### config.mk
export PLATFORM = sky130hd
export DESIGN_NAME = pwm_duty_frequency_meter_flat
export DESIGN_NICKNAME = d
export VERILOG_FILES = /design/src/rtl/pdfm_pkg.sv /design/src/rtl/pdfm_if.sv /design/src/rtl/pdfm_apb.sv /design/src/rtl/pdfm_div.sv /design/src/rtl/pwm_duty_frequency_meter.sv /design/src/flat_wrapper.sv
export SDC_FILE = /design/constraint.sdc
export NUM_CORES = 2
export LEC_CHECK = 0
export BUFFER_PORTS_ARGS = -buffer_cell sky130_fd_sc_hd__buf_2
export CORE_MARGIN = 10
export CORE_UTILIZATION = 30
export DETAILED_ROUTE_END_ITERATION = 10
export PLACE_DENSITY_LB_ADDON = 0.1
export SYNTH_ARGS = -nofsm -noshare
export SYNTH_HDL_FRONTEND = slang
export SYNTH_HIERARCHICAL = 1
export SYNTH_SLANG_ARGS = --single-unit
### constraint.sdc
create_clock -name i_clk -period 8.65 [get_ports i_clk]
set_clock_uncertainty 0.15 [all_clocks]
set_input_delay 0.4325 -clock i_clk [delete_from_list [all_inputs] [get_ports i_clk]]
set_output_delay 0.4325 -clock i_clk [all_outputs]
set_load 0.1 [all_outputs]
### src/rtl/pdfm_pkg.sv
`timescale 1ns / 1ps
`default_nettype none

package pdfm_pkg;

    // Field widths.
    localparam int CMD_W  = 2;
    localparam int TS_W   = 32;
    localparam int ACC_W  = 48;
    localparam int TOT_W  = ACC_W + 1;
    localparam int PER_W  = 32;
    localparam int MINP_W = 16;
    localparam int DUTY_W = 14;
    localparam int FREQ_W = 27;

    // Scale factors applied before the divisions; they double as the clamp limits.
    localparam logic [DUTY_W-1:0] DUTY_SCALE = 14'd10000;
    localparam logic [FREQ_W-1:0] FREQ_SCALE = 27'd100000000;

    // Dividend width covers both scaled numerators.
    localparam int NUM_DUTY_W = ACC_W + DUTY_W;
    localparam int NUM_FREQ_W = PER_W + FREQ_W;
    localparam int NUM_W      = (NUM_DUTY_W > NUM_FREQ_W) ? NUM_DUTY_W : NUM_FREQ_W;
    localparam int CNT_W      = $clog2(NUM_W);

    // Command codes.
    localparam logic [CMD_W-1:0] CMD_START = 2'd0;
    localparam logic [CMD_W-1:0] CMD_EDGE  = 2'd1;
    localparam logic [CMD_W-1:0] CMD_READ  = 2'd2;

    // Register file.
    localparam int  ADDR_W = 3;
    localparam int  DATA_W = 32;
    localparam logic REG_MIN_PERIODS = 1'b0;
    localparam logic [MINP_W-1:0] MIN_PERIODS_RST = 16'd2;

    typedef struct packed {
        logic busy;
        logic done;
    } t_div_stat;

endpackage

`default_nettype wire

### src/rtl/pdfm_if.sv
`timescale 1ns / 1ps
`default_nettype none

interface pdfm_in_if;
    logic                         valid;
    logic                         ready;
    logic [pdfm_pkg::CMD_W-1:0]   cmd;
    logic [pdfm_pkg::TS_W-1:0]    timestamp_us;
    logic                         level;

    modport source (output valid, output cmd, output timestamp_us, output level, input ready);
    modport sink   (input valid, input cmd, input timestamp_us, input level, output ready);
endinterface

interface pdfm_out_if;
    logic                         valid;
    logic                         ready;
    logic                         valid_res;
    logic [pdfm_pkg::DUTY_W-1:0]  duty_hundredths;
    logic [pdfm_pkg::FREQ_W-1:0]  frequency_centihz;

    modport source (output valid, output valid_res, output duty_hundredths,
                    output frequency_centihz, input ready);
    modport sink   (input valid, input valid_res, input duty_hundredths,
                    input frequency_centihz, output ready);
endinterface

`default_nettype wire

### src/rtl/pdfm_apb.sv
`timescale 1ns / 1ps
`default_nettype none

module pdfm_apb (
    input  wire logic                          i_clk,
    input  wire logic                          i_rst_n,
    input  wire logic                          psel,
    input  wire logic                          penable,
    input  wire logic                          pwrite,
    input  wire logic [pdfm_pkg::ADDR_W-1:0]   paddr,
    input  wire logic [pdfm_pkg::DATA_W-1:0]   pwdata,
    output logic      [pdfm_pkg::DATA_W-1:0]   prdata,
    output logic                               pready,
    output logic      [pdfm_pkg::MINP_W-1:0]   o_min_periods
);

    logic [pdfm_pkg::MINP_W-1:0] r_min_periods;
    logic                        reg_idx;

    assign reg_idx = paddr[2];
    assign pready  = 1'b1;

    always_ff @(posedge i_clk) begin
        if (!i_rst_n) begin
            r_min_periods <= pdfm_pkg::MIN_PERIODS_RST;
        end else if (psel && penable && pwrite && pready
                     && reg_idx == pdfm_pkg::REG_MIN_PERIODS) begin
            r_min_periods <= pwdata[pdfm_pkg::MINP_W-1:0];
        end
    end

    always_comb begin
        prdata = '0;
        if (reg_idx == pdfm_pkg::REG_MIN_PERIODS) begin
            prdata = pdfm_pkg::DATA_W'(r_min_periods);
        end
    end

    assign o_min_periods = r_min_periods;

endmodule

`default_nettype wire

### src/rtl/pdfm_div.sv
`timescale 1ns / 1ps
`default_nettype none

// Restoring divider, one quotient bit per cycle through a single subtractor.
module pdfm_div (
    input  wire logic                          i_clk,
    input  wire logic                          i_rst_n,
    input  wire logic                          i_start,
    input  wire logic [pdfm_pkg::NUM_W-1:0]    i_num,
    input  wire logic [pdfm_pkg::TOT_W-1:0]    i_den,
    output pdfm_pkg::t_div_stat                o_stat,
    output logic      [pdfm_pkg::NUM_W-1:0]    o_quo
);

    logic                          r_busy;
    logic                          r_done;
    logic [pdfm_pkg::CNT_W-1:0]    r_cnt;
    logic [pdfm_pkg::TOT_W-1:0]    r_rem;
    logic [pdfm_pkg::NUM_W-1:0]    r_quo;

    logic [pdfm_pkg::TOT_W:0]      rem_sh;
    logic [pdfm_pkg::TOT_W+1:0]    diff;
    logic                          borrow;

    assign rem_sh = {r_rem, r_quo[pdfm_pkg::NUM_W-1]};
    assign diff   = {1'b0, rem_sh} - {2'b00, i_den};
    assign borrow = diff[pdfm_pkg::TOT_W+1];

    always_ff @(posedge i_clk) begin
        if (!i_rst_n) begin
            r_busy <= 1'b0;
            r_done <= 1'b0;
            r_cnt  <= '0;
        end else begin
            r_done <= 1'b0;
            if (i_start) begin
                r_busy <= 1'b1;
                r_cnt  <= '0;
            end else if (r_busy) begin
                r_cnt <= r_cnt + 1'b1;
                if (r_cnt == pdfm_pkg::CNT_W'(pdfm_pkg::NUM_W - 1)) begin
                    r_busy <= 1'b0;
                    r_done <= 1'b1;
                end
            end
        end
    end

    always_ff @(posedge i_clk) begin
        if (i_start) begin
            r_rem <= '0;
            r_quo <= i_num;
        end else if (r_busy) begin
            if (!borrow) begin
                r_rem <= diff[pdfm_pkg::TOT_W-1:0];
            end else begin
                r_rem <= rem_sh[pdfm_pkg::TOT_W-1:0];
            end
            r_quo <= {r_quo[pdfm_pkg::NUM_W-2:0], !borrow};
        end
    end

    assign o_stat.busy = r_busy;
    assign o_stat.done = r_done;
    assign o_quo       = r_quo;

endmodule

`default_nettype wire

### src/rtl/pwm_duty_frequency_meter.sv
// A start request is taken in idle. An edge request registers the time difference, then
// S_ACC does the saturating add into the high or low total. A read request reaches the
// result after two passes through the 62-step restoring divider; an invalid read skips
// the divider. One request is worked on at a time.
// Reset (synchronous, active low) clears all totals, the last edge time and level,
// the result valid flag, and sets min_periods to 2.
`timescale 1ns / 1ps
`default_nettype none

module pwm_duty_frequency_meter (
    input  wire logic                          i_clk,
    input  wire logic                          i_rst_n,
    pdfm_in_if.sink                            i_in,
    pdfm_out_if.source                         o_out,
    input  wire logic                          psel,
    input  wire logic                          penable,
    input  wire logic                          pwrite,
    input  wire logic [pdfm_pkg::ADDR_W-1:0]   paddr,
    input  wire logic [pdfm_pkg::DATA_W-1:0]   pwdata,
    output logic      [pdfm_pkg::DATA_W-1:0]   prdata,
    output logic                               pready
);

    // Sequencer states, one-hot.
    typedef enum logic [6:0] {
        S_IDLE   = 7'b0000001,
        S_ACC    = 7'b0000010,
        S_START1 = 7'b0000100,
        S_DIV1   = 7'b0001000,
        S_START2 = 7'b0010000,
        S_DIV2   = 7'b0100000,
        S_OUT    = 7'b1000000
    } t_state;

    t_state r_state;
    t_state n_state;

    logic [pdfm_pkg::MINP_W-1:0]  min_periods;

    // Measurement state.
    logic [pdfm_pkg::TS_W-1:0]    r_last_time;
    logic                         r_prev_level;
    logic [pdfm_pkg::ACC_W-1:0]   r_high_total;
    logic [pdfm_pkg::ACC_W-1:0]   r_low_total;
    logic [pdfm_pkg::PER_W-1:0]   r_period_total;

    // Edge working registers.
    logic [pdfm_pkg::TS_W-1:0]    r_delta;
    logic                         r_new_level;

    // Read working registers.
    logic [pdfm_pkg::TOT_W-1:0]   r_total;
    logic [pdfm_pkg::NUM_W-1:0]   r_num_duty;
    logic [pdfm_pkg::NUM_W-1:0]   r_num_freq;
    logic                         r_inv;
    logic [pdfm_pkg::DUTY_W-1:0]  r_duty;
    logic [pdfm_pkg::FREQ_W-1:0]  r_freq;

    // Result register.
    logic                         r_out_valid;
    logic                         r_out_res;
    logic [pdfm_pkg::DUTY_W-1:0]  r_out_duty;
    logic [pdfm_pkg::FREQ_W-1:0]  r_out_freq;

    logic                         in_fire;
    logic                         div_start;
    logic [pdfm_pkg::NUM_W-1:0]   div_num;
    pdfm_pkg::t_div_stat          div_stat;
    logic [pdfm_pkg::NUM_W-1:0]   div_quo;

    logic [pdfm_pkg::ACC_W-1:0]   acc_sel;
    logic [pdfm_pkg::TOT_W-1:0]   acc_sum;
    logic [pdfm_pkg::ACC_W-1:0]   acc_new;
    logic                         out_load;

    pdfm_apb u_apb (
        .i_clk         (i_clk),
        .i_rst_n       (i_rst_n),
        .psel          (psel),
        .penable       (penable),
        .pwrite        (pwrite),
        .paddr         (paddr),
        .pwdata        (pwdata),
        .prdata        (prdata),
        .pready        (pready),
        .o_min_periods (min_periods)
    );

    pdfm_div u_div (
        .i_clk   (i_clk),
        .i_rst_n (i_rst_n),
        .i_start (div_start),
        .i_num   (div_num),
        .i_den   (r_total),
        .o_stat  (div_stat),
        .o_quo   (div_quo)
    );

    // Requests are taken only while the sequencer is idle. The result register sits
    // between the sequencer and the output, so a waiting result does not hold up
    // start and edge requests; only a second read must wait for it to drain.
    assign i_in.ready = (r_state == S_IDLE);
    assign in_fire    = i_in.valid && i_in.ready;

    // The total charged by an edge is the one matching the level before the edge.
    // The sum is one bit wider, so its top bit flags overflow and the total sticks
    // at all ones.
    assign acc_sel = r_prev_level ? r_high_total : r_low_total;
    assign acc_sum = pdfm_pkg::TOT_W'(acc_sel) + pdfm_pkg::TOT_W'(r_delta);
    assign acc_new = acc_sum[pdfm_pkg::ACC_W] ? '1 : acc_sum[pdfm_pkg::ACC_W-1:0];

    // For a valid read, the divider is started once for the duty and once for the frequency.
    assign div_start = (r_state == S_START1 && !r_inv) || (r_state == S_START2);
    assign div_num   = (r_state == S_START2) ? r_num_freq : r_num_duty;

    // The result register is loaded once it is empty or being emptied this cycle.
    assign out_load  = (r_state == S_OUT) && (!r_out_valid || o_out.ready);

    always_comb begin
        n_state = r_state;
        case (r_state)
            S_IDLE: begin
                if (in_fire) begin
                    if (i_in.cmd == pdfm_pkg::CMD_EDGE) begin
                        n_state = S_ACC;
                    end else if (i_in.cmd == pdfm_pkg::CMD_READ) begin
                        n_state = S_START1;
                    end
                end
            end
            S_ACC: begin
                n_state = S_IDLE;
            end
            S_START1: begin
                n_state = r_inv ? S_OUT : S_DIV1;
            end
            S_DIV1: begin
                if (div_stat.done) begin
                    n_state = S_START2;
                end
            end
            S_START2: begin
                n_state = S_DIV2;
            end
            S_DIV2: begin
                if (div_stat.done) begin
                    n_state = S_OUT;
                end
            end
            S_OUT: begin
                if (out_load) begin
                    n_state = S_IDLE;
                end
            end
            default: begin
                n_state = S_IDLE;
            end
        endcase
    end

    // Control and measurement state.
    always_ff @(posedge i_clk) begin
        if (!i_rst_n) begin
            r_state        <= S_IDLE;
            r_last_time    <= '0;
            r_prev_level   <= 1'b0;
            r_high_total   <= '0;
            r_low_total    <= '0;
            r_period_total <= '0;
            r_out_valid    <= 1'b0;
        end else begin
            r_state <= n_state;

            if (in_fire) begin
                case (i_in.cmd)
                    pdfm_pkg::CMD_START: begin
                        r_prev_level <= i_in.level;
                        r_last_time  <= i_in.timestamp_us;
                    end
                    pdfm_pkg::CMD_EDGE: begin
                        r_last_time <= i_in.timestamp_us;
                    end
                    pdfm_pkg::CMD_READ: begin
                        // The totals are cleared as they are captured, valid or not.
                        r_high_total   <= '0;
                        r_low_total    <= '0;
                        r_period_total <= '0;
                    end
                    default: begin
                    end
                endcase
            end

            if (r_state == S_ACC) begin
                if (r_prev_level) begin
                    r_high_total <= acc_new;
                end else begin
                    r_low_total <= acc_new;
                end
                r_prev_level <= r_new_level;
                // A rise counts one period; the count sticks at its maximum.
                if (r_new_level && r_period_total != '1) begin
                    r_period_total <= r_period_total + 1'b1;
                end
            end

            if (out_load) begin
                r_out_valid <= 1'b1;
            end else if (o_out.ready) begin
                r_out_valid <= 1'b0;
            end
        end
    end

    // Working and payload registers.
    always_ff @(posedge i_clk) begin
        if (in_fire) begin
            // Wrapping 32-bit difference from the previous event.
            r_delta     <= i_in.timestamp_us - r_last_time;
            r_new_level <= i_in.level;
            // Snapshot for a read: the exact sum of both totals, the two scaled
            // numerators, and whether the window is long enough to report.
            r_total    <= pdfm_pkg::TOT_W'(r_high_total) + pdfm_pkg::TOT_W'(r_low_total);
            r_num_duty <= pdfm_pkg::NUM_W'(r_high_total) * pdfm_pkg::NUM_W'(pdfm_pkg::DUTY_SCALE);
            r_num_freq <= pdfm_pkg::NUM_W'(r_period_total)
                          * pdfm_pkg::NUM_W'(pdfm_pkg::FREQ_SCALE);
            r_inv      <= (r_period_total <= pdfm_pkg::PER_W'(min_periods))
                          || (r_high_total == '0 && r_low_total == '0);
        end

        // Both quotients are clamped to their full-scale values.
        if (r_state == S_DIV1 && div_stat.done) begin
            if (div_quo > pdfm_pkg::NUM_W'(pdfm_pkg::DUTY_SCALE)) begin
                r_duty <= pdfm_pkg::DUTY_SCALE;
            end else begin
                r_duty <= div_quo[pdfm_pkg::DUTY_W-1:0];
            end
        end
        if (r_state == S_DIV2 && div_stat.done) begin
            if (div_quo > pdfm_pkg::NUM_W'(pdfm_pkg::FREQ_SCALE)) begin
                r_freq <= pdfm_pkg::FREQ_SCALE;
            end else begin
                r_freq <= div_quo[pdfm_pkg::FREQ_W-1:0];
            end
        end

        // An invalid read reports zeros in every field.
        if (out_load) begin
            r_out_res  <= !r_inv;
            r_out_duty <= r_inv ? '0 : r_duty;
            r_out_freq <= r_inv ? '0 : r_freq;
        end
    end

    assign o_out.valid             = r_out_valid;
    assign o_out.valid_res         = r_out_res;
    assign o_out.duty_hundredths   = r_out_duty;
    assign o_out.frequency_centihz = r_out_freq;

`ifndef NO_ASSERTIONS
    a_busy_not_ready: assert property (@(posedge i_clk) disable iff (!i_rst_n)
        div_stat.busy |-> !i_in.ready)
        else $error("request accepted while the divider is busy");

    a_read_clears: assert property (@(posedge i_clk) disable iff (!i_rst_n)
        (in_fire && i_in.cmd == pdfm_pkg::CMD_READ)
        |=> (r_high_total == '0 && r_low_total == '0 && r_period_total == '0))
        else $error("totals not cleared by a read");

    a_duty_range: assert property (@(posedge i_clk) disable iff (!i_rst_n)
        r_out_valid |-> (r_out_duty <= pdfm_pkg::DUTY_SCALE
                         && r_out_freq <= pdfm_pkg::FREQ_SCALE))
        else $error("result beyond full scale");

    a_invalid_zero: assert property (@(posedge i_clk) disable iff (!i_rst_n)
        (r_out_valid && !r_out_res) |-> (r_out_duty == '0 && r_out_freq == '0))
        else $error("invalid result carries nonzero values");
`endif

endmodule

`default_nettype wire
### src/flat_wrapper.sv
// flat-port wrapper written by rule: the top's interface ports become plain ports
module pwm_duty_frequency_meter_flat 
  (i_clk, i_rst_n, psel, penable, pwrite, paddr, pwdata, prdata, pready, i_in_valid, i_in_cmd, i_in_timestamp_us, i_in_level, i_in_ready, o_out_valid, o_out_valid_res, o_out_duty_hundredths, o_out_frequency_centihz, o_out_ready);
  pdfm_in_if i_in_i ();
  pdfm_out_if o_out_i ();
  input  wire logic i_clk;
  input  wire logic i_rst_n;
  input  wire logic psel;
  input  wire logic penable;
  input  wire logic pwrite;
  input  wire logic [pdfm_pkg::ADDR_W-1:0] paddr;
  input  wire logic [pdfm_pkg::DATA_W-1:0] pwdata;
  output logic      [pdfm_pkg::DATA_W-1:0] prdata;
  output logic pready;
  input wire logic [$bits(i_in_i.valid)-1:0] i_in_valid;
  input wire logic [$bits(i_in_i.cmd)-1:0] i_in_cmd;
  input wire logic [$bits(i_in_i.timestamp_us)-1:0] i_in_timestamp_us;
  input wire logic [$bits(i_in_i.level)-1:0] i_in_level;
  output wire logic [$bits(i_in_i.ready)-1:0] i_in_ready;
  output wire logic [$bits(o_out_i.valid)-1:0] o_out_valid;
  output wire logic [$bits(o_out_i.valid_res)-1:0] o_out_valid_res;
  output wire logic [$bits(o_out_i.duty_hundredths)-1:0] o_out_duty_hundredths;
  output wire logic [$bits(o_out_i.frequency_centihz)-1:0] o_out_frequency_centihz;
  input wire logic [$bits(o_out_i.ready)-1:0] o_out_ready;
  assign i_in_i.valid = i_in_valid;
  assign i_in_i.cmd = i_in_cmd;
  assign i_in_i.timestamp_us = i_in_timestamp_us;
  assign i_in_i.level = i_in_level;
  assign i_in_ready = i_in_i.ready;
  assign o_out_valid = o_out_i.valid;
  assign o_out_valid_res = o_out_i.valid_res;
  assign o_out_duty_hundredths = o_out_i.duty_hundredths;
  assign o_out_frequency_centihz = o_out_i.frequency_centihz;
  assign o_out_i.ready = o_out_ready;
  pwm_duty_frequency_meter u_core (.i_clk(i_clk), .i_rst_n(i_rst_n), .i_in(i_in_i), .o_out(o_out_i), .psel(psel), .penable(penable), .pwrite(pwrite), .paddr(paddr), .pwdata(pwdata), .prdata(prdata), .pready(pready));
endmodule
==> reports/qor.yml <==
outcome:
  status: "finished clean"
sta:
  rsz0062_at_grt: "false"
  slew_headroom: 0.0745
  holdWs_ps: 129
  worst_slew_pin_slew_ps: 1380
  final_hold_viol_count: 0
  setup_viol: 0
  min_period_ps: 7230
  fin_crit_sh: 0.836
  fmax_mhz: 138
  slew_viol_final: 0
  final.setup.tns_ps: 0
drt:
  dr.pass1.iters: 6
  drt_iter0_drc: 2531
  vias: 39800
  routed_wl_um: 158000
  antenna_left: 0
  viasPerCell: 4.93
  drc: 0
  wl_per_cell_um: 19.6
power_and_ir_drop:
  p_total_mw: 8.37
  power_leakage_nw: 27.6
  irDropWorstVdd_uv: 132
  pwr_density_cell_nw_per_um2: 141
cts:
  cts.sinks: 579
  clk_pin_slew_worst_paths_ps: 60
  cts-root-buf: "clkbuf_16"
  cts_tree: "built"
  cts_buffers: 78
  clock_path_buffers: 3
  cts.repair.resized: 0
  htreeDepth: 3
  insertion_delay_ps: 690
global_routing:
  grt_overflow: 0
  grt_pass1_wl_um: 247000
  antenna_found_initial: 5
  grt_max_degree: 134
  grt_use_total: 0.160
  grt_pass1_vias: 40800
die:
  core-area_um2: 177000
  fp.dieArea_um2: 196000
  die_width_um: 442
  rows: 154
  die_h_um: 442
  pin_count: 154
  initial_core_util: 0.303
setup_path:
  path_class: "reg -> reg"
  cp.required_ps: 8930
  cp-start-kind: "flip-flop"
  crit_arrival_ps: 7510
  cp_max_fo: 11
  end_kind: "flip-flop"
min_path:
  hold_class: "in -> reg"
final_layout:
  drive_gt1_frac: 0.0984
  syn_to_final_growth_pct: 11.2
  fill_cells: 18400
  final_net_count: 6747
  multi_input_area_um2: 34400
  ff_latch_area_um2: 15000
place:
  dp_hpwl_um: 124000
  globalplace.congestion: 0.863
  portBuffers: 118
flow_run:
  drv_cap: 0
yosys:
  avgSynthCellArea_um2: 9.61
  yosysWarnings: 6
  syn_area_um2: 53500
  synthCells: 5570
worst paths after layout:
path                                        from                             endpoint  slack, ps  depth (start not counted)
max reg2reg  u_core/r_period_total[3]$_SDFF_PN0_      u_core/r_num_freq[51]$_DFFE_PP_       1420                         20
max          u_core/r_period_total[3]$_SDFF_PN0_      u_core/r_num_freq[51]$_DFFE_PP_       1420                         20
min                                   i_in_valid       u_core/r_state[4]$_SDFFE_PN0P_        130                          4
min reg2reg  u_core/r_last_time[12]$_SDFFE_PN0P_  u_core/r_last_time[12]$_SDFFE_PN0P_        300                          2
state kept, by name, indices dropped and copies added (netlist names), 6 cells and up:
signal / flops
u_core/u_div/o_quo: 62
u_core/r_num_duty: 58
u_core/r_num_freq: 51
u_core/r_total: 49
u_core/u_div/r_rem: 49
u_core/r_high_total: 48
u_core/r_low_total: 48
u_core/r_delta: 32
u_core/r_last_time: 32
u_core/r_period_total: 32
u_core/o_out.frequency_centihz: 27
u_core/r_freq: 27
u_core/u_apb/o_min_periods: 16
u_core/o_out.duty_hundredths: 14
u_core/r_duty: 14
u_core/r_state: 7
u_core/u_div/r_cnt: 6
critical path: stages, from the launching register on:
cell	delay (ps)
dfxtp_1	680
inv_1	200
fa_1	560
inv_1	50
ha_1	320
fa_1	510
fa_1	520
fa_1	550
inv_1	50
fa_1	530
inv_1	40
ha_1	380
a21oi_1	110
o21ai_0	350
nand4_1	140
a21boi_0	170
a211o_1	220
a31oi_4	170
o31ai_1	650
a31oi_1	260
a311o_1	360
cell usage in the layout, fill, tap and decap left out, types with 23 or more instances in the layout:
master,instances
nor4_1,34
mux2_2,150
a211oi_1,42
ha_1,604
a31oi_1,29
dlygate4sd3_1,50
mux2i_1,52
and3_1,31
edfxtp_1,337
buf_2,118
nor2_1,229
nand3_1,168
a311oi_2,23
a21oi_1,433
o211ai_1,30
xor2_1,101
buf_4,54
dfxtp_1,240
xnor2_1,154
or3_1,23
o21a_1,35
o21ai_1,24
o21ai_0,231
inv_1,811
nand2b_1,47
nor2b_1,85
a21o_1,161
nor3_1,47
nand2_1,374
fa_1,402
and2_1,39
o21bai_1,44
clkbuf_16,80
nand4_1,89
per-layer routing:
layer / up-vias / share of wire / global-route usage
met5: - / 0.00013 / 0
met4: 4 / 0.019 / 0.0353
met3: 153 / 0.043 / 0.0241
met2: 705 / 0.44 / 0.248
met1: 19500 / 0.50 / 0.233
li1: 19400 / - / -
final cells by class:
| type | instances | area share |
|---|---|---|
| Clock inverter | 41 | 0.00820 |
| Inverter | 814 | 0.0515 |
| Antenna cell | 1 | 0.0000420 |
| Sequential cell | 579 | 0.251 |
| Clock buffer | 104 | 0.0358 |
| Tap cell | 2340 | 0.0492 |
| Timing Repair Buffer | 223 | 0.0255 |
| Multi-Input combinational cell | 3968 | 0.578 |
power breakdown:
group          internal (mW)  switching (mW)
registers               3.13           0.107
logic                  0.644            1.13
clock network           1.99            1.37
through the flow:
stage / instances / setup slack, ps / cell area (um2) / util
2_1_floorplan: 5588 / 1900 / 53600 / -
3_3_place_gp: 7874 / 1450 / 56400 / 0.319
3_5_place_dp: 7874 / 1450 / 56400 / 0.319
4_1_cts: 8069 / 1410 / 59500 / 0.337
5_1_grt: 8070 / 992 / 59500 / 0.337
6_report: 8070 / 1420 / 59500 / 0.337
timing repair:
item	CTS	global route
endpoints found under the hold margin	52	0
setup buffers	0	0
hold buffers	50	0
Power figures use the tool's default switching activity.
